`src/rtl/core/epoch_seconds_to_date_defines.svh`:
```
// Assertion helpers for the date converter.
`ifndef EPOCH_SECONDS_TO_DATE_DEFINES_SVH
`define EPOCH_SECONDS_TO_DATE_DEFINES_SVH
// Assert that cond implies nxt in the following cycle, reset aware.
`define ESD_ASSERT_NEXT(label, clk, rst, cond, nxt, msg) \
  label: assert property (@(posedge clk) disable iff (rst) (cond) |=> (nxt)) else $error(msg);
// Assert that a condition holds at every edge, reset aware.
`define ESD_ASSERT_ALWAYS(label, clk, rst, cond, msg) \
  label: assert property (@(posedge clk) disable iff (rst) (cond)) else $error(msg);
`endif

```
`src/rtl/core/esd_pkg.sv`:
```
`default_nettype none
package esd_pkg;
  localparam int unsigned EpochYear = 1970;
  localparam int unsigned EpochWeekday = 3;
  localparam int unsigned DaysW = 16;
  localparam int unsigned QuadDays = 1461;

  // Reciprocals: 86400 = 675 << 7, so seconds >> 7 is divided by 675.
  localparam logic [25:0] DayRecip = 26'd50903317;
  localparam int unsigned DayShift = 35;
  localparam logic [16:0] QuadRecip = 17'd91868;
  localparam int unsigned QuadShift = 27;
  localparam logic [17:0] WeekRecip = 18'd149797;
  localparam int unsigned WeekShift = 20;

  // Third year of each four-year block (1972, 1976, ...) is the leap year.
  localparam logic [1:0] LeapSlot = 2'd2;

  // Day of year on which month m starts, counted from 0.
  function automatic logic [8:0] month_first(input logic [3:0] m, input logic leap);
    logic [8:0] r;
    case (m)
      4'd1:    r = 9'd0;
      4'd2:    r = 9'd31;
      4'd3:    r = 9'd59;
      4'd4:    r = 9'd90;
      4'd5:    r = 9'd120;
      4'd6:    r = 9'd151;
      4'd7:    r = 9'd181;
      4'd8:    r = 9'd212;
      4'd9:    r = 9'd243;
      4'd10:   r = 9'd273;
      4'd11:   r = 9'd304;
      4'd12:   r = 9'd334;
      default: r = 9'd0;
    endcase
    if (leap && m >= 4'd3) r = r + 9'd1;
    return r;
  endfunction
endpackage
`default_nettype wire

```
`src/rtl/core/epoch_seconds_to_date.sv`:
```
// Epoch seconds to civil date converter.
// Input channel: drive epoch_seconds with start high; the beat is taken at
// every rising edge where start is high and busy is low. Busy is high only
// while rst is asserted, so a beat can enter on any cycle after reset.
// Result channel: year, month, day_of_month and weekday stand on their ports
// for exactly one cycle with done high; the receiver cannot stall, so the
// pipeline never holds and nothing backs up.
// Six register stages, each with constant multiplies, subtractions or a short compare chain:
//   1. whole days = seconds / 86400 by reciprocal multiply
//   2. four-year block and weekday quotients by reciprocal multiply
//   3. day within the block and weekday remainder
//   4. year within the block and day of year
//   5. month from the table of first days
//   6. day of month into the result registers, done raised
// Done is registered from the stage five valid bit and rises together with
// the result registers; the receiver takes the result while done is high.
// Throughput: one beat per cycle, back to back.
// Reset (rst, synchronous) clears the valid bits and drops items in flight;
// no result is shown for them. Leap years are every fourth year, exact
// through 2099; the top input gives 2106-02-06.
`default_nettype none
`include "epoch_seconds_to_date_defines.svh"
module epoch_seconds_to_date
  import esd_pkg::*;
(
  input  wire  logic        clk,
  input  wire  logic        rst,
  input  wire  logic        start,
  input  wire  logic [31:0] epoch_seconds,
  output logic              busy,
  output logic              done,
  output logic [11:0]       year,
  output logic [3:0]        month,
  output logic [4:0]        day_of_month,
  output logic [2:0]        weekday
);
  // stage valid bits
  logic v1, v2, v3, v4, v5;

  // stage registers
  logic [DaysW-1:0] days1;
  logic [DaysW-1:0] days2;
  logic [5:0]  quad2;
  logic [16:0] wk_t2;
  logic [14:0] wk_q2;
  logic [5:0]  quad3;
  logic [10:0] qrem3;
  logic [2:0]  wd3;
  logic [11:0] yr4;
  logic [8:0]  doy4;
  logic        leap4;
  logic [2:0]  wd4;
  logic [11:0] yr5;
  logic [8:0]  doy5;
  logic        leap5;
  logic [3:0]  mon5;
  logic [2:0]  wd5;

  // combinational paths between stages
  logic [50:0] day_prod;
  logic [32:0] quad_prod;
  logic [16:0] wk_t;
  logic [34:0] wk_prod;
  logic [16:0] quad_base;
  logic [16:0] block_day;
  logic [16:0] wk_base;
  logic [16:0] wk_rem;
  logic [1:0]  yoff;
  logic [10:0] ystart;
  logic [10:0] doy_w;
  logic [3:0]  mon_w;
  logic [8:0]  dom_off;

  // Stage 1 input: drop seven bits, divide by 675.
  assign day_prod = 51'(epoch_seconds[31:7]) * 51'(DayRecip);

  // Stage 2 input: block of four years and weekday quotient.
  assign quad_prod = 33'(days1) * 33'(QuadRecip);
  assign wk_t      = 17'(days1) + 17'(EpochWeekday);
  assign wk_prod   = 35'(wk_t) * 35'(WeekRecip);

  // Stage 3 input: remainders.
  assign quad_base = 17'(quad2) * 17'(QuadDays);
  assign block_day = 17'(days2) - quad_base;
  assign wk_base   = 17'(wk_q2) * 17'd7;
  assign wk_rem    = wk_t2 - wk_base;

  // Stage 4 input: peel whole years off the block (365, 365, 366, 365).
  always_comb begin
    if (qrem3 >= 11'd1096) begin
      yoff   = 2'd3;
      ystart = 11'd1096;
    end else if (qrem3 >= 11'd730) begin
      yoff   = 2'd2;
      ystart = 11'd730;
    end else if (qrem3 >= 11'd365) begin
      yoff   = 2'd1;
      ystart = 11'd365;
    end else begin
      yoff   = 2'd0;
      ystart = 11'd0;
    end
  end
  assign doy_w = qrem3 - ystart;

  // Stage 5 input: last month whose first day is not past the day of year.
  always_comb begin
    mon_w = 4'd1;
    for (int m = 2; m <= 12; m++) begin
      if (doy4 >= month_first(4'(m), leap4)) mon_w = 4'(m);
    end
  end

  // Stage 6 input: offset into the month.
  assign dom_off = doy5 - month_first(mon5, leap5);

  // Hold off beats only while reset drops the pipeline.
  assign busy = rst;

  // Advance the valid bits; drop everything on reset.
  always_ff @(posedge clk) begin
    if (rst) begin
      v1   <= 1'b0;
      v2   <= 1'b0;
      v3   <= 1'b0;
      v4   <= 1'b0;
      v5   <= 1'b0;
      done <= 1'b0;
    end else begin
      v1   <= start;
      v2   <= v1;
      v3   <= v2;
      v4   <= v3;
      v5   <= v4;
      done <= v5;
    end
  end

  // Advance the data; the result registers load only with a valid beat.
  always_ff @(posedge clk) begin
    days1 <= day_prod[DayShift +: DaysW];

    days2 <= days1;
    quad2 <= quad_prod[QuadShift +: 6];
    wk_t2 <= wk_t;
    wk_q2 <= wk_prod[WeekShift +: 15];

    quad3 <= quad2;
    qrem3 <= block_day[10:0];
    wd3   <= wk_rem[2:0];

    yr4   <= 12'(EpochYear) + 12'({quad3, yoff});
    doy4  <= doy_w[8:0];
    leap4 <= (yoff == LeapSlot);
    wd4   <= wd3;

    yr5   <= yr4;
    doy5  <= doy4;
    leap5 <= leap4;
    mon5  <= mon_w;
    wd5   <= wd4;

    if (v5) begin
      year         <= yr5;
      month        <= mon5;
      day_of_month <= dom_off[4:0] + 5'd1;
      weekday      <= wd5;
    end
  end

  `ESD_ASSERT_NEXT(a_valid_done, clk, rst, v5, done, "beat lost before done")
  `ESD_ASSERT_ALWAYS(a_done_month, clk, rst, !done || (month != 4'd0 && month <= 4'd12), "bad month")
  `ESD_ASSERT_ALWAYS(a_done_wd, clk, rst, !done || weekday <= 3'd6, "bad weekday")
endmodule
`default_nettype wire
```
`config.mk`:
```
export PLATFORM = sky130hd
export DESIGN_NAME = epoch_seconds_to_date
export DESIGN_NICKNAME = d
export VERILOG_FILES = /design/src/rtl/core/esd_pkg.sv /design/src/rtl/core/epoch_seconds_to_date.sv
export VERILOG_INCLUDE_DIRS = /design/src /design/src/rtl/core
export SDC_FILE = /design/constraint.sdc
export NUM_CORES = 1
export LEC_CHECK = 0
export BUFFER_PORTS_ARGS = -buffer_cell sky130_fd_sc_hd__clkbuf_2
export CAP_MARGIN = 40
export CELL_PAD_IN_SITES_DETAIL_PLACEMENT = 0
export CELL_PAD_IN_SITES_GLOBAL_PLACEMENT = 1
export CORE_AREA = 8 8 233 235
export DETAILED_ROUTE_END_ITERATION = 8
export DIE_AREA = 0 0 241 243
export PLACE_DENSITY = 0.75
export SYNTH_ARGS = -nofsm -noshare
export SYNTH_HDL_FRONTEND = slang
export SYNTH_SLANG_ARGS = --single-unit
```
`constraint.sdc`:
```
create_clock -name clk -period 10 [get_ports clk]
set_clock_uncertainty 0.15 [all_clocks]
set_input_delay 0.5 -clock clk [delete_from_list [all_inputs] [get_ports clk]]
set_output_delay 0.5 -clock clk [all_outputs]
set_load 0.02 [all_outputs]
```
==> impl_metrics.json, run 1 <==
{
  "synth_fp_nets": 3119,
  "ys.flop_type": "dfxtp_1",
  "track_usage_pct": 16.4,
  "hold_class": "in2reg",
  "fmax_ghz": 0.146,
  "antenna_found_initial": 0,
  "ff2ff_setup_slack_ns": 3.16,
  "worstPathMaxFanout": 10,
  "ant_nets": 0,
  "slew_headroom_pct": 55.8,
  "clk_pin_slew_ns": 0.06,
  "r2r_cells": 23,
  "dp_cells": 2933,
  "hold_depth": 2,
  "die_area_sq_um": 58600,
  "fp.coreArea_sq_um": 50700,
  "htreeDepth": 4,
  "setup-tns-final_ns": 0,
  "cts_setup_buffers": 0,
  "synth_seq_cells": 139,
  "synthArstFlopShare_pct": 0,
  "dr.pass1.iters": 5,
  "hold_buffers": 0,
  "fin_area_sq_um": 24100,
  "cts_tree": "yes",
  "rows": 83,
  "period_needed_ns": 6.84,
  "final_common_cell": "inv_1",
  "area_delta_synth_final_pct": 7.68,
  "path_class": "reg2reg",
  "boundaryPins": 61,
  "fin_util_pct": 47.6,
  "report.final.slew_viol_count": 0,
  "grt_pass1_vias": 15600,
  "cts_root_buf": "clkbuf_16",
  "syn_area_per_cell_sq_um": 10.2,
  "synth_edf_count": 24,
  "initial_core_util_pct": 44.2,
  "cts_resized": 0,
  "hold_end": "v1",
  "place_congestion": 0.864,
  "routed_via_density": 4.81,
  "vias": 14300,
  "worstMarginPinSlew_ns": 0.662,
  "netlist-cell-type-count": 67,
  "setup_viol_count_final": 0,
  "die_w_um": 241,
  "min_period_over_period_pct": 68.4,
  "clock-sinks": 139,
  "netlist_instances": 2206,
  "synthesis.area_sq_um": 22400,
  "route.detailed.drc": 0,
  "drv_cap": 0,
  "worstReg2RegEnd": "wk_q2[2]",
  "layout.nets": 3185,
  "stdcell_count": 2965,
  "rsz0062_at_grt": "no",
  "grt_pass1_wl_mm": 77.0,
  "drt_iter0_markers": 536,
  "critPathLaunchType": "register",
  "cts_buffer_depth": 2,
  "globalRoute.totalOverflow": 0,
  "yosys_warnings": 0,
  "numCtsBuffers": 17,
  "fillers": 4846,
  "clk_latency_ns": 0.43,
  "min_from": "start",
  "crit_arrival_ns": 7.04,
  "wl_per_cell_um": 15.4,
  "port_buffers": 53,
  "place_area_sq_um": 23500,
  "die_y_um": 243,
  "endpoint_kind": "register",
  "layout_common_cells": "658 x inv_1, 538 x ha_1, 340 x fa_1",
  "place_hpwl_mm": 40.3,
  "ys_seq_area_share_pct": 13.5,
  "grt_max_degree": 19,
  "worst_ep_required_time_ns": 10.20,
  "wirelength_mm": 45.6,
  "hold_viol": 0,
  "drive_gt1_share_pct": 4.42,
  "status": "complete, no violations",
  "r2r_start": "days1[0]",
  "num_antenna_cells": 0
}
stage by stage:
stage / hold WS (ns) / setup WS (ns)
3_3_place_gp: 0.161 / 2.91
6_report: 0.145 / 3.16
5_1_grt: 0.150 / 2.65
4_1_cts: 0.130 / 3.05
2_1_floorplan: 0.160 / 3.81
3_5_place_dp: 0.162 / 2.92
per-layer routing:
layer	up-vias	track usage [%]	routed length, um
met5	-	0	0
met4	0	2.68	402
met3	28	2.59	1810
met2	196	28.4	22600
met1	6956	21.6	20800
li1	7087	-	-
sequential cells by signal, indices dropped and copies added (netlist names), 3 cells and up:
register	flops
yr5	12
wd4	3
wd5	3
day_of_month	5
doy4	9
wk_t2	3
days1	16
yr4	12
quad2	6
mon5	4
qrem3	11
year	12
weekday	3
quad3	6
wd3	3
wk_q2	3
days2	11
doy5	5
month	4
Yosys cell counts, types with 10 or more instances:
master	count	area share, %
nand3_1	25	0.56
xnor2_1	69	2.7
nor2b_1	23	0.64
nand2_1	44	0.74
nor3_1	11	0.25
a21o_1	27	0.90
fa_1	340	30
ha_1	538	30
and3_1	12	0.34
o21ai_0	45	1.0
dfxtp_1	115	10
nor2_1	46	0.77
a31oi_1	11	0.31
inv_1	658	11
edfxtp_1	24	3.2
nand2b_1	10	0.28
xor2_1	22	0.86
a21oi_1	73	1.6
final cells by class:
cell class | count | area (sq um) | share of cell area (%)
Inverter | 658 | 2470 | 10.2
Sequential cell | 139 | 3020 | 12.5
Timing Repair Buffer | 54 | 293 | 1.21
Clock buffer | 20 | 447 | 1.85
Multi-Input combinational cell | 1402 | 16900 | 70.0
Tap cell | 680 | 851 | 3.53
Clock inverter | 12 | 161 | 0.669
critical path, cell delays in order (launching register included):
cell and delay (ns):
dfxtp_1 0.63, inv_1 0.27, ha_1 0.29, nor2_1 0.21, nand3_1 0.17, nor2_1 0.26
nand3_1 0.17, xnor2_1 0.38, ha_1 0.22, inv_1 0.05, fa_1 0.47, fa_1 0.44
fa_1 0.51, fa_1 0.56, inv_1 0.06, fa_1 0.47, ha_1 0.33, a21oi_1 0.16
nor2b_1 0.05, o21ai_0 0.15, nand2b_1 0.07, a311o_1 0.31, a21oi_1 0.19, xor2_1 0.16
cell families after synthesis:
kind of cell               count (synthesis)  share of synthesized area, %
adders and majority gates                878                          60.4
xor gates and xnor gates                  91                          3.56
and+or+nand+nor                          201                          4.49
buffers and inverters                    665                          11.2
DFF                                      139                          13.5
AOI/OAI and AO/OA                        226                          6.54
muxes                                      6                         0.335
worst max-delay path by stage:
stage,slack [ns],startpoint,to
final,3.16,days1[0],wk_q2[2]
after global routing,2.65,days1[0],wk_q2[2]
after CTS,3.05,days1[0],wk_q2[2]
after detailed placement,2.92,epoch_seconds[16],days1[8]
after global placement,2.91,epoch_seconds[16],days1[8]
after floorplan,3.81,epoch_seconds[29],days1[8]
Power of run 1 is left out: the tool's default activity adds up to more than one toggle a clock period on the data nets, which glitch-free logic cannot reach.
==> run 2: changes to the inputs <==
--- a/config.mk
+++ b/config.mk
@@ -13,7 +13,7 @@
 export CORE_AREA = 8 8 233 235
 export DETAILED_ROUTE_END_ITERATION = 8
 export DIE_AREA = 0 0 241 243
-export PLACE_DENSITY = 0.75
+export PLACE_DENSITY = 0.78
 export SYNTH_ARGS = -nofsm -noshare
 export SYNTH_HDL_FRONTEND = slang
 export SYNTH_SLANG_ARGS = --single-unit
==> constraint.sdc (replaced) <==
create_clock -name clk -period 5.6 [get_ports clk]
set_clock_uncertainty 0.15 [all_clocks]
set_input_delay 0.28 -clock clk [delete_from_list [all_inputs] [get_ports clk]]
set_output_delay 0.28 -clock clk [all_outputs]
set_load 0.02 [all_outputs]
==> impl_metrics.json, run 2 (synthesis results as in run 1) <==
{
  "critPathLaunchType": "primary input",
  "rsz0062_at_grt": "yes",
  "slew_headroom_pct": 53.6,
  "globalRoute.totalOverflow": 0,
  "cts_root_buf": "clkbuf_16",
  "ant_nets": 0,
  "fin_area_sq_um": 27100,
  "area_delta_synth_final_pct": 20.8,
  "grt_max_degree": 22,
  "fillers": 4538,
  "place_area_sq_um": 25700,
  "drive_gt1_share_pct": 19.8,
  "largest_register_ffs": 16,
  "rows": 83,
  "worstPathMaxFanout": 3,
  "endpoint_kind": "register",
  "vias": 15500,
  "grt_pass1_wl_mm": 82.2,
  "hold_viol": 0,
  "place_hpwl_mm": 45.2,
  "htreeDepth": 4,
  "clk_latency_ns": 0.42,
  "setup_ws_ns": -0.0417,
  "die_w_um": 241,
  "port_buffers": 53,
  "setup_viol_count_final": 1,
  "clock-sinks": 139,
  "drv_cap": 0,
  "hold_depth": 0,
  "top_register": "days1",
  "num_antenna_cells": 0,
  "path_class": "in2reg",
  "layout_common_cells": "634 x inv_1, 506 x ha_1, 327 x fa_1",
  "stdcell_count": 3256,
  "status": "finished with violations",
  "die_y_um": 243,
  "report.final.slew_viol_count": 0,
  "routed_via_density": 4.77,
  "wirelength_mm": 49.9,
  "worst_ep_required_time_ns": 5.75,
  "ff2ff_setup_slack_ns": 0.03,
  "dp_cells": 3195,
  "min_period_over_period_pct": 101,
  "r2r_start": "days1[2]",
  "track_usage_pct": 17.4,
  "hold_end": "yr5[3]",
  "layout.nets": 3476,
  "min_from": "yr4[3]",
  "boundaryPins": 61,
  "cts_tree": "yes",
  "route.detailed.drc": 0,
  "cts_buffer_depth": 2,
  "final_common_cell": "inv_1",
  "violations": "setup timing",
  "antenna_found_initial": 1,
  "crit_arrival_ns": 5.79,
  "place_congestion": 0.934,
  "fmax_ghz": 0.177,
  "wl_per_cell_um": 15.3,
  "clk_pin_slew_ns": 0.06,
  "worstMarginPinSlew_ns": 0.696,
  "r2r_cells": 23,
  "drt_iter0_markers": 505,
  "fp.coreArea_sq_um": 50700,
  "initial_core_util_pct": 44.2,
  "period_needed_ns": 5.64,
  "grt_pass1_vias": 16800,
  "dr.pass1.iters": 4,
  "fin_util_pct": 53.4,
  "die_area_sq_um": 58600,
  "numCtsBuffers": 17,
  "hold_class": "reg2reg",
  "worstReg2RegEnd": "wk_q2[1]"
}
## run 2: cell type report
type                    count  area, sq um  share of cell area (%)
flip-flops and latches    139         3050                    11.3
well taps                 680          851                    3.14
repair buffers            345         2570                    9.50
multi-input cells        1402        17500                    64.7
clock buffers              19          454                    1.68
inverters                 658         2490                    9.19
clock inverters            13          138                   0.508
## run 2: through the flow
stage,TNS (ns),hold WS [ns],setup slack [ns]
finish,-0.0417,0.170,-0.0417
global placement,-5.67,0.161,-0.477
CTS,-0.0315,0.173,-0.0315
floorplan,-0.00446,0.160,-0.00446
global route,-1.85,0.181,-0.203
detailed placement,-7.42,0.162,-0.613
## run 2: repair_timing
item	in CTS	in global routing
hold buffers	3	0
gates resized for setup	48	97
setup buffers	4	22
endpoints found under the setup margin	13	22
pin swaps	46	53
endpoints found under the hold margin	6	0
## run 2: critical path, stage by stage
cell and delay, ns:
buf_8 0.10, fa_1 0.55, inv_1 0.06, fa_1 0.48
inv_1 0.05, fa_1 0.49, inv_2 0.05, fa_1 0.47
inv_1 0.05, fa_1 0.47, inv_1 0.05, fa_1 0.49
inv_2 0.05, ha_4 0.26, ha_4 0.19, a211oi_2 0.24
nand3_2 0.14, a211oi_4 0.22, o41ai_4 0.14, o2111ai_2 0.30
a21boi_2 0.12, o211a_1 0.22, a311o_1 0.34
## run 2: layer usage
metal	vias to the layer above	share of wire (%)	GRT usage, %
met5	-	0	0
met4	0	1.5	3.17
met3	52	2.8	1.72
met2	198	50	30.8
met1	7633	46	22.9
li1	7663	-	-
## run 2: worst max-delay path by stage
stage                      startpoint         to  slack, ns  cells after the start
CTS                 epoch_seconds[29]   days1[8]      -0.03                     23
floorplan           epoch_seconds[26]   days1[8]     -0.004                     20
global placement    epoch_seconds[26]  days1[12]      -0.48                     22
global route        epoch_seconds[30]   days1[8]      -0.20                     23
detailed placement  epoch_seconds[17]   days1[8]      -0.61                     21
finish              epoch_seconds[30]   days1[8]      -0.04                     23
Power of run 2 is left out for the same reason.
